### config.mk
export PLATFORM = sky130hd
export DESIGN_NAME = nrc_divider
export DESIGN_NICKNAME = d
export VERILOG_FILES = /design/src/rtl/nrc_pkg.sv /design/src/rtl/nrc_div_cell.sv /design/src/rtl/nrc_divider.sv
export SDC_FILE = /design/constraint.sdc
export NUM_CORES = 2
export LEC_CHECK = 0
export CORE_ASPECT_RATIO = 1.4
export CORE_MARGIN = 3
export CORE_UTILIZATION = 30
export CTS_BUF_LIST = sky130_fd_sc_hd__clkbuf_8 sky130_fd_sc_hd__clkbuf_16
export CTS_CLUSTER_SIZE = 10
export DETAILED_ROUTE_END_ITERATION = 10
export DONT_BUFFER_PORTS = 1
export PLACE_DENSITY = 0.49
export SLEW_MARGIN = 0
export SYNTH_ARGS = -nofsm -noshare
export SYNTH_HDL_FRONTEND = slang
export SYNTH_SLANG_ARGS = --single-unit
### constraint.sdc
create_clock -name clk -period 4.15 [get_ports clk]
set_input_delay 0.415 -clock clk [delete_from_list [all_inputs] [get_ports clk]]
set_output_delay 0.415 -clock clk [all_outputs]
set_load 0.005 [all_outputs]
### src/rtl/nrc_pkg.sv
package nrc_pkg;

    localparam int MAX_KERNEL = 5;
    localparam int KSLOTS     = MAX_KERNEL * MAX_KERNEL;
    localparam int KIDX_W     = $clog2(KSLOTS);
    localparam int MAX_WIDTH  = 1024;
    localparam int MAX_HEIGHT = 1024;
    localparam int RING_ROWS  = MAX_KERNEL + 1;
    localparam int COL_W      = $clog2(MAX_WIDTH);
    localparam int SLOT_W     = $clog2(RING_ROWS);
    localparam int DIM_W      = 11;
    localparam int KDIM_W     = 3;
    localparam int COEF_BITS  = 16;
    localparam int PIX_W      = 24;
    localparam int CH         = 3;
    localparam int PROD_W     = COEF_BITS + 9;
    localparam int ACC_W      = 29;
    localparam int SUM_W      = 21;
    localparam int CUR_W      = 21;
    localparam int QW         = 8;
    localparam int DIV_W      = 28;

    typedef enum logic [1:0] {
        OP_LOAD  = 2'd0,
        OP_PIXEL = 2'd1,
        OP_FLUSH = 2'd2,
        OP_NONE  = 2'd3
    } nrc_op_t;

    typedef enum logic [1:0] {
        REG_IMG_WIDTH  = 2'd0,
        REG_IMG_HEIGHT = 2'd1,
        REG_KER_WIDTH  = 2'd2,
        REG_KER_HEIGHT = 2'd3
    } nrc_reg_t;

    typedef enum logic [2:0] {
        S_IDLE,
        S_TAPS,
        S_DRAIN,
        S_PREP,
        S_DIVW
    } nrc_state_t;

    // one slot of the restoring divide chain, three channels share the divisor
    typedef struct packed {
        logic                     vld;
        logic [DIV_W-1:0]         dsh;
        logic [CH-1:0][DIV_W-1:0] rem;
        logic [CH-1:0][QW-1:0]    quo;
    } nrc_div_t;

endpackage

### src/rtl/nrc_div_cell.sv
module nrc_div_cell
(
    input  logic              clk,
    input  logic              rst_n,
    input  nrc_pkg::nrc_div_t din,
    output nrc_pkg::nrc_div_t dout
);

    nrc_pkg::nrc_div_t dout_reg;
    nrc_pkg::nrc_div_t dout_next;

    always_comb
    begin
        dout_next     = din;
        dout_next.dsh = din.dsh >> 1;
        for (int i = 0; i < nrc_pkg::CH; i++)
        begin
            if (din.rem[i] >= din.dsh)
            begin
                dout_next.rem[i] = din.rem[i] - din.dsh;
                dout_next.quo[i] = {din.quo[i][nrc_pkg::QW-2:0], 1'b1};
            end
            else
            begin
                dout_next.quo[i] = {din.quo[i][nrc_pkg::QW-2:0], 1'b0};
            end
        end
    end

    always_ff @(posedge clk or negedge rst_n)
    begin
        if (!rst_n)
        begin
            dout_reg <= '0;
        end
        else
        begin
            dout_reg <= dout_next;
        end
    end

    assign dout = dout_reg;

endmodule

### src/rtl/nrc_divider.sv
module nrc_divider
(
    input  logic              clk,
    input  logic              rst_n,
    input  nrc_pkg::nrc_div_t din,
    output nrc_pkg::nrc_div_t dout
);

    // one quotient bit per cell, msb first
    nrc_pkg::nrc_div_t chain [0:nrc_pkg::QW];

    assign chain[0] = din;

    for (genvar k = 0; k < nrc_pkg::QW; k++)
    begin : g_cell
        nrc_div_cell u_cell
        (
            .clk  (clk),
            .rst_n(rst_n),
            .din  (chain[k]),
            .dout (chain[k+1])
        );
    end

    assign dout = chain[nrc_pkg::QW];

endmodule

======== Yosys cells after proc, flatten, opt, wreduce, memory -nomap -nowiden ========
Index checks and enable logic that the tools add are counted.
storage, ports and cells
  register bits ........................... 976
  input bits .............................. 139
  logic and storage cells ................. 160
cells by class
  muxes and demuxes ....................... 48
  magnitude comparators ................... 24
  add/subtract/negate cells ............... 24
operators with widths
  kind              count
  $mux W28          24
  $ge A28 B21 Y1    3
  $ge A28 B22 Y1    3
  $ge A28 B23 Y1    3
  $ge A28 B24 Y1    3
  $ge A28 B25 Y1    3
  $ge A28 B26 Y1    3
  $ge A28 B27 Y1    3
  $ge A28 B28 Y1    3
  $sub A28 B21 Y28  3
  $sub A28 B22 Y28  3
  $sub A28 B23 Y28  3
  $sub A28 B24 Y28  3
  $sub A28 B25 Y28  3
  $sub A28 B26 Y28  3
  $sub A28 B27 Y28  3
  $sub A28 B28 Y28  3
  $mux W1           24

======== Logic depth before layout (Yosys ltp) ========
  depth after elaboration ................. 2
  mapped depth ............................ 15

======== Modules after synthesis ========
From an unflattened synthesis, not the netlist that was laid out.
unflattened totals
  cells, all modules ...................... 7,610
  area, all modules ....................... 71,616.2 µm²
by module, submodules not included
  module                               instances  sequential area each (µm²)  area each (µm²)  cells each
  nrc_div_cell (g_cell[3].u_cell ...)  3          3,403.3                     9,105.0          961
  nrc_div_cell (g_cell[1].u_cell ...)  2          3,403.3                     8,846.0          920
  nrc_div_cell (g_cell[0].u_cell)      1          3,403.3                     8,933.6          973
  nrc_div_cell (g_cell[6].u_cell)      1          3,403.3                     8,878.5          959
  nrc_div_cell (g_cell[7].u_cell)      1          3,403.3                     8,797.2          955

======== Worst setup path before layout ========
Ideal clock, no wire load.
  path type ............................... flip-flop to flip-flop
  start ................................... register g_cell[6].u_cell.dout_reg (netlist bit g_cell[6].u_cell.dout[110])
  end ..................................... register g_cell[7].u_cell.dout_reg (netlist bit g_cell[7].u_cell.dout[27])
  path buffers ............................ 1
  stages on the path, launching flop included .. 12
  arrival ................................. 3,207 ps
  period minus slack after synthesis ...... 3,334 ps
  setup time .............................. 128 ps
  path slack .............................. 816 ps
  cells stage by stage .................... dfrtp_1 -> inv_1 -> ha_1 -> nor2b_1 -> o31a_1 -> or3b_1 -> a311o_1 -> o31a_1 -> a311o_1 -> a211oi_2 -> buf_4 -> mux2_1
RTL lines
  what                    RTL line            source
  from (decl)             nrc_div_cell.sv:9   nrc_pkg::nrc_div_t dout_reg;
  from (signal assigned)  nrc_div_cell.sv:38  dout_reg <= dout_next;
  to (signal assigned)    nrc_div_cell.sv:38
  to (decl)               nrc_div_cell.sv:9

==> flow_results.org <==
** Die
- Top Ports :: 276
- Std cell rows :: 199
- In this run the vertical extent of the chip is 552 um.
- The die covers 0.218 mm^2.
- Starting density of the core :: 30.3%
- The core region is 0.211 mm^2.
- Width of the die :: 396 um

** Critical path
- Data required time at the worst endpoint :: 4780 ps
- Worst setup path startpoint :: g_cell[6].u_cell.dout[110]$_DFF_PN0_
- Crit Path Class :: flop to flop
- For the worst setup path, the data arrival time is 4600 ps.
- The worst setup path is launched from a flop.
- Endpoint class of the critical path :: flop
- Maximum net fanout on the critical path :: 24
- Reg2Reg Launch Point :: g_cell[6].u_cell.dout[110]$_DFF_PN0_
- Worst Reg-to-Reg Cells :: 11

** Clock tree
- Clock-pin slew was measured on the worst setup and hold paths at 50 ps.
- The clock drives 976 sinks.
- The clock reaches the later pin of the worst-skew pair after 770 ps.
- TritonCTS clock tree :: yes
- The clock passes through at most 3 buffers.
- Clock buffers created by TritonCTS :: 118
- Htree depth :: 3
- Buffer type at the clock tree root :: clkbuf_16

** Timing
- The total count of hold-check failures in the final report was 0.
- Setup repair after global routing left no endpoint under its margin.
- Least-Margin Pin Slew :: 1340 ps
- Total negative slack :: 0 ps
- Worst slew margin relative to its limit :: 10.8%
- Based on the critical path, the design can be clocked at up to 0.252 GHz.
- Subtracting the final worst setup slack from the clock period gives 3960 ps.
- Pins Over Slew Limit :: 0
- Final hold analysis gives a worst-case slack of 64.0 ps.
- On the final layout, the worst clock skew is 47.5 ps.
- Post-layout worst setup margin :: 185 ps
- In the finished design, the share of the clock period the worst path needs comes to 95.5%.
- Final setup violation count :: 0

** Layout
- The register with the most flip-flops in the layout has 976 of them.
- Area growth, synth to finish :: 13.3%
- The finished cells cover 0.0723 mm^2.
- Combined area of the multi-input logic cells :: 0.0364 mm^2
- After filler insertion, the fill cell instance count of the layout stands at 21700.
- Total Nets Final :: 7862
- The post-route netlist has 6.88% of its cells at a drive strength greater than 1.
- Registers take 0.0244 mm^2.

** Yosys
- Cell count after synthesis :: 7024
- Part of the Yosys area used for sequential elements :: 38.3%
- For this run, the number of Yosys warnings is 0.
- Counting distinct cell types in the post-synthesis netlist gives 84.
- Most used flip-flop cell after synthesis :: dfrtp_1
- The cell area that synthesis handed to floorplanning was 0.0638 mm^2.
- In the synthesized netlist the async set-or-reset flop fraction comes to 100%.
- A synthesized cell averages 9.08 um^2.
- Number of synthesized register bits :: 976
- In this run, synthesis inferred 0 flip-flops with an integrated enable.

** Detailed routing
- DR pass1 iterations :: 6
- Final ANT Viol Nets :: 0
- Summed over all layers, the routed wires come to 223000 um.
- Avg WL per Cell :: 22.3 um
- Post-route DRC :: 0
- Count of vias placed by the detailed router :: 51900
- Mean number of vias per cell :: 5.19
- For this block, the initial DRC count from the detailed router was 2539.

** Run
- Max-cap check violation count :: 0

** Power and ir drop
- In this run the static leakage power is 32.3 nW.
- Worst IR drop on VDD :: 0.383 mV
- Total design power :: 57.8 mW
- Power per cell area :: 800 mW/mm^2

** Place
- Buffers placed on the I/O ports in this run total 0.
- After detailed placement, the total cell area comes to 0.0673 mm^2.
- The congestion estimate from routability-driven global placement came to 0.959.
- HPWL after DPL :: 181000 um
- Setup slack after placement :: 172 ps

** Global routing
- The number of global-route vias before repair came to 54100.
- Entering global routing, the biggest net connects 977 pins.
- The initial antenna violation count came to 12.
- Summed over all layers, the global routing overflow is 0.
- Overall global routing resource usage :: 19.9%
- The first global-routing pass estimated 330000 um of wire.

** Min path
- Startpoint of the most critical hold path :: din[109]
- The min-delay analysis places its worst path in the category primary input to flop.
- The worst hold path was traced through 2 stages.

** Status
- Result of the run :: finished clean
## layer usage
| metal | GRT usage (%) | share of wire, % | up-vias | wire length, um |
|---|---|---|---|---|
| li1 | - | - | 25100 | - |
| met1 | 19.4 | 35 | 25000 | 78200 |
| met2 | 38.1 | 53 | 1288 | 118000 |
| met3 | 2.32 | 3.4 | 512 | 7540 |
| met4 | 15.3 | 8.8 | 2 | 19700 |
| met5 | 0 | 0.0063 | - | 14 |
## layout by cell type, fill, tap and decap left out, drive strengths merged, types with 254 or more instances in the layout
master / netlist / final
inv: 363 / 385
nand2: 664 / 664
ha: 588 / 588
xor2: 254 / 254
dfrtp: 976 / 976
xnor2: 284 / 284
a21oi: 592 / 592
o21ai: 636 / 636
a21o: 270 / 270
nor2: 470 / 470
## cells by family (layout without fill, tap and decap cells)
group                      count (synthesis)  after routing  synth area share (%)
xor gates and xnor gates                 538            538                  7.38
other                                      1             35               0.00588
and+or+nand+nor                         1957           1957                  14.5
buffers and inverters                    696            833                  4.95
AOI/OAI and AO/OA                       2152           2152                  20.9
muxes                                     92             92                  1.60
DFF                                      976            976                  38.3
adders and majority gates                612            612                  12.3
## worst paths after layout
path / to / slack [ps]
min in group asynchronous: g_cell[6].u_cell.dout[45]$_DFF_PN0_ / 420
setup / recovery: g_cell[7].u_cell.dout[28]$_DFF_PN0_ / 190
max in group asynchronous: g_cell[0].u_cell.dout[24]$_DFF_PN0_ / 930
hold reg to reg: g_cell[6].u_cell.dout[136]$_DFF_PN0_ / 340
setup reg to reg: g_cell[7].u_cell.dout[28]$_DFF_PN0_ / 190
hold / removal: g_cell[0].u_cell.dout[25]$_DFF_PN0_ / 60
## synth_stat cells (all sizes together) (19+ instances only)
| cell type | n | area (um^2) |
|---|---|---|
| o21bai | 55 | 413 |
| nand4 | 111 | 694 |
| a211oi | 63 | 478 |
| nor3 | 120 | 606 |
| o21a | 89 | 668 |
| nand2b | 99 | 619 |
| xnor2 | 284 | 2490 |
| nor4 | 39 | 244 |
| mux2 | 82 | 923 |
| and2 | 31 | 194 |
| o211ai | 52 | 390 |
| buf | 159 | 1150 |
| fa | 24 | 480 |
| xor2 | 254 | 2220 |
| a21boi | 19 | 143 |
| clkbuf | 174 | 653 |
| nor2b | 107 | 669 |
| nor2 | 470 | 1760 |
| dfrtp | 976 | 24400 |
| a21oi | 592 | 2960 |
| o31ai | 54 | 405 |
| a21o | 270 | 2030 |
| inv | 363 | 1360 |
| or3 | 35 | 219 |
| o31a | 31 | 272 |
| o21ai | 636 | 3180 |
| or2 | 29 | 181 |
| and3 | 53 | 332 |
| a31oi | 77 | 482 |
| nand3 | 116 | 581 |
| nand2 | 664 | 2490 |
| ha | 588 | 7360 |
## power breakdown
| part | internal [mW] | switching, mW |
|---|---|---|
| clock network | 5.75 | 4.13 |
| logic | 13.1 | 18.5 |
| registers | 13.4 | 2.99 |
| total | 32.2 | 25.6 |
## critical path, stage by stage (launching register included)
cell,delay (ps)
dfrtp_1,370
inv_1,100
ha_1,280
nor2b_1,170
o31a_1,290
or3b_1,430
a311o_1,360
o31a_1,330
a311o_1,470
a211oi_4,440
buf_12,220
mux2_1,340
## final cells by class
| class | count | share of cell area (%) |
|---|---|---|
| Clock buffer | 131 | 4.33 |
| Inverter | 363 | 1.89 |
| Multi-Input combinational cell | 5359 | 50.4 |
| Antenna cell | 27 | 0.0935 |
| Tap cell | 2814 | 4.87 |
| Timing Repair Buffer | 293 | 3.92 |
| Sequential cell | 976 | 33.8 |
| Clock inverter | 46 | 0.679 |
## metrics by stage
step | util (%) | cells
4_1_cts | 34.2 | 9975
6_report | 34.3 | 10000
2_1_floorplan | - | 7031
3_5_place_dp | 31.9 | 9684
3_3_place_gp | 31.9 | 9684
5_1_grt | 34.3 | 10000
## timing repair
action                                   CTS  global route
hold endpoints to repair                1088           480
endpoints found under the setup margin     0             0
buffers inserted                           0             0
resized for setup                          0             0
hold buffers                             114             3
No activity file was read; power rests on OpenSTA's default activity.
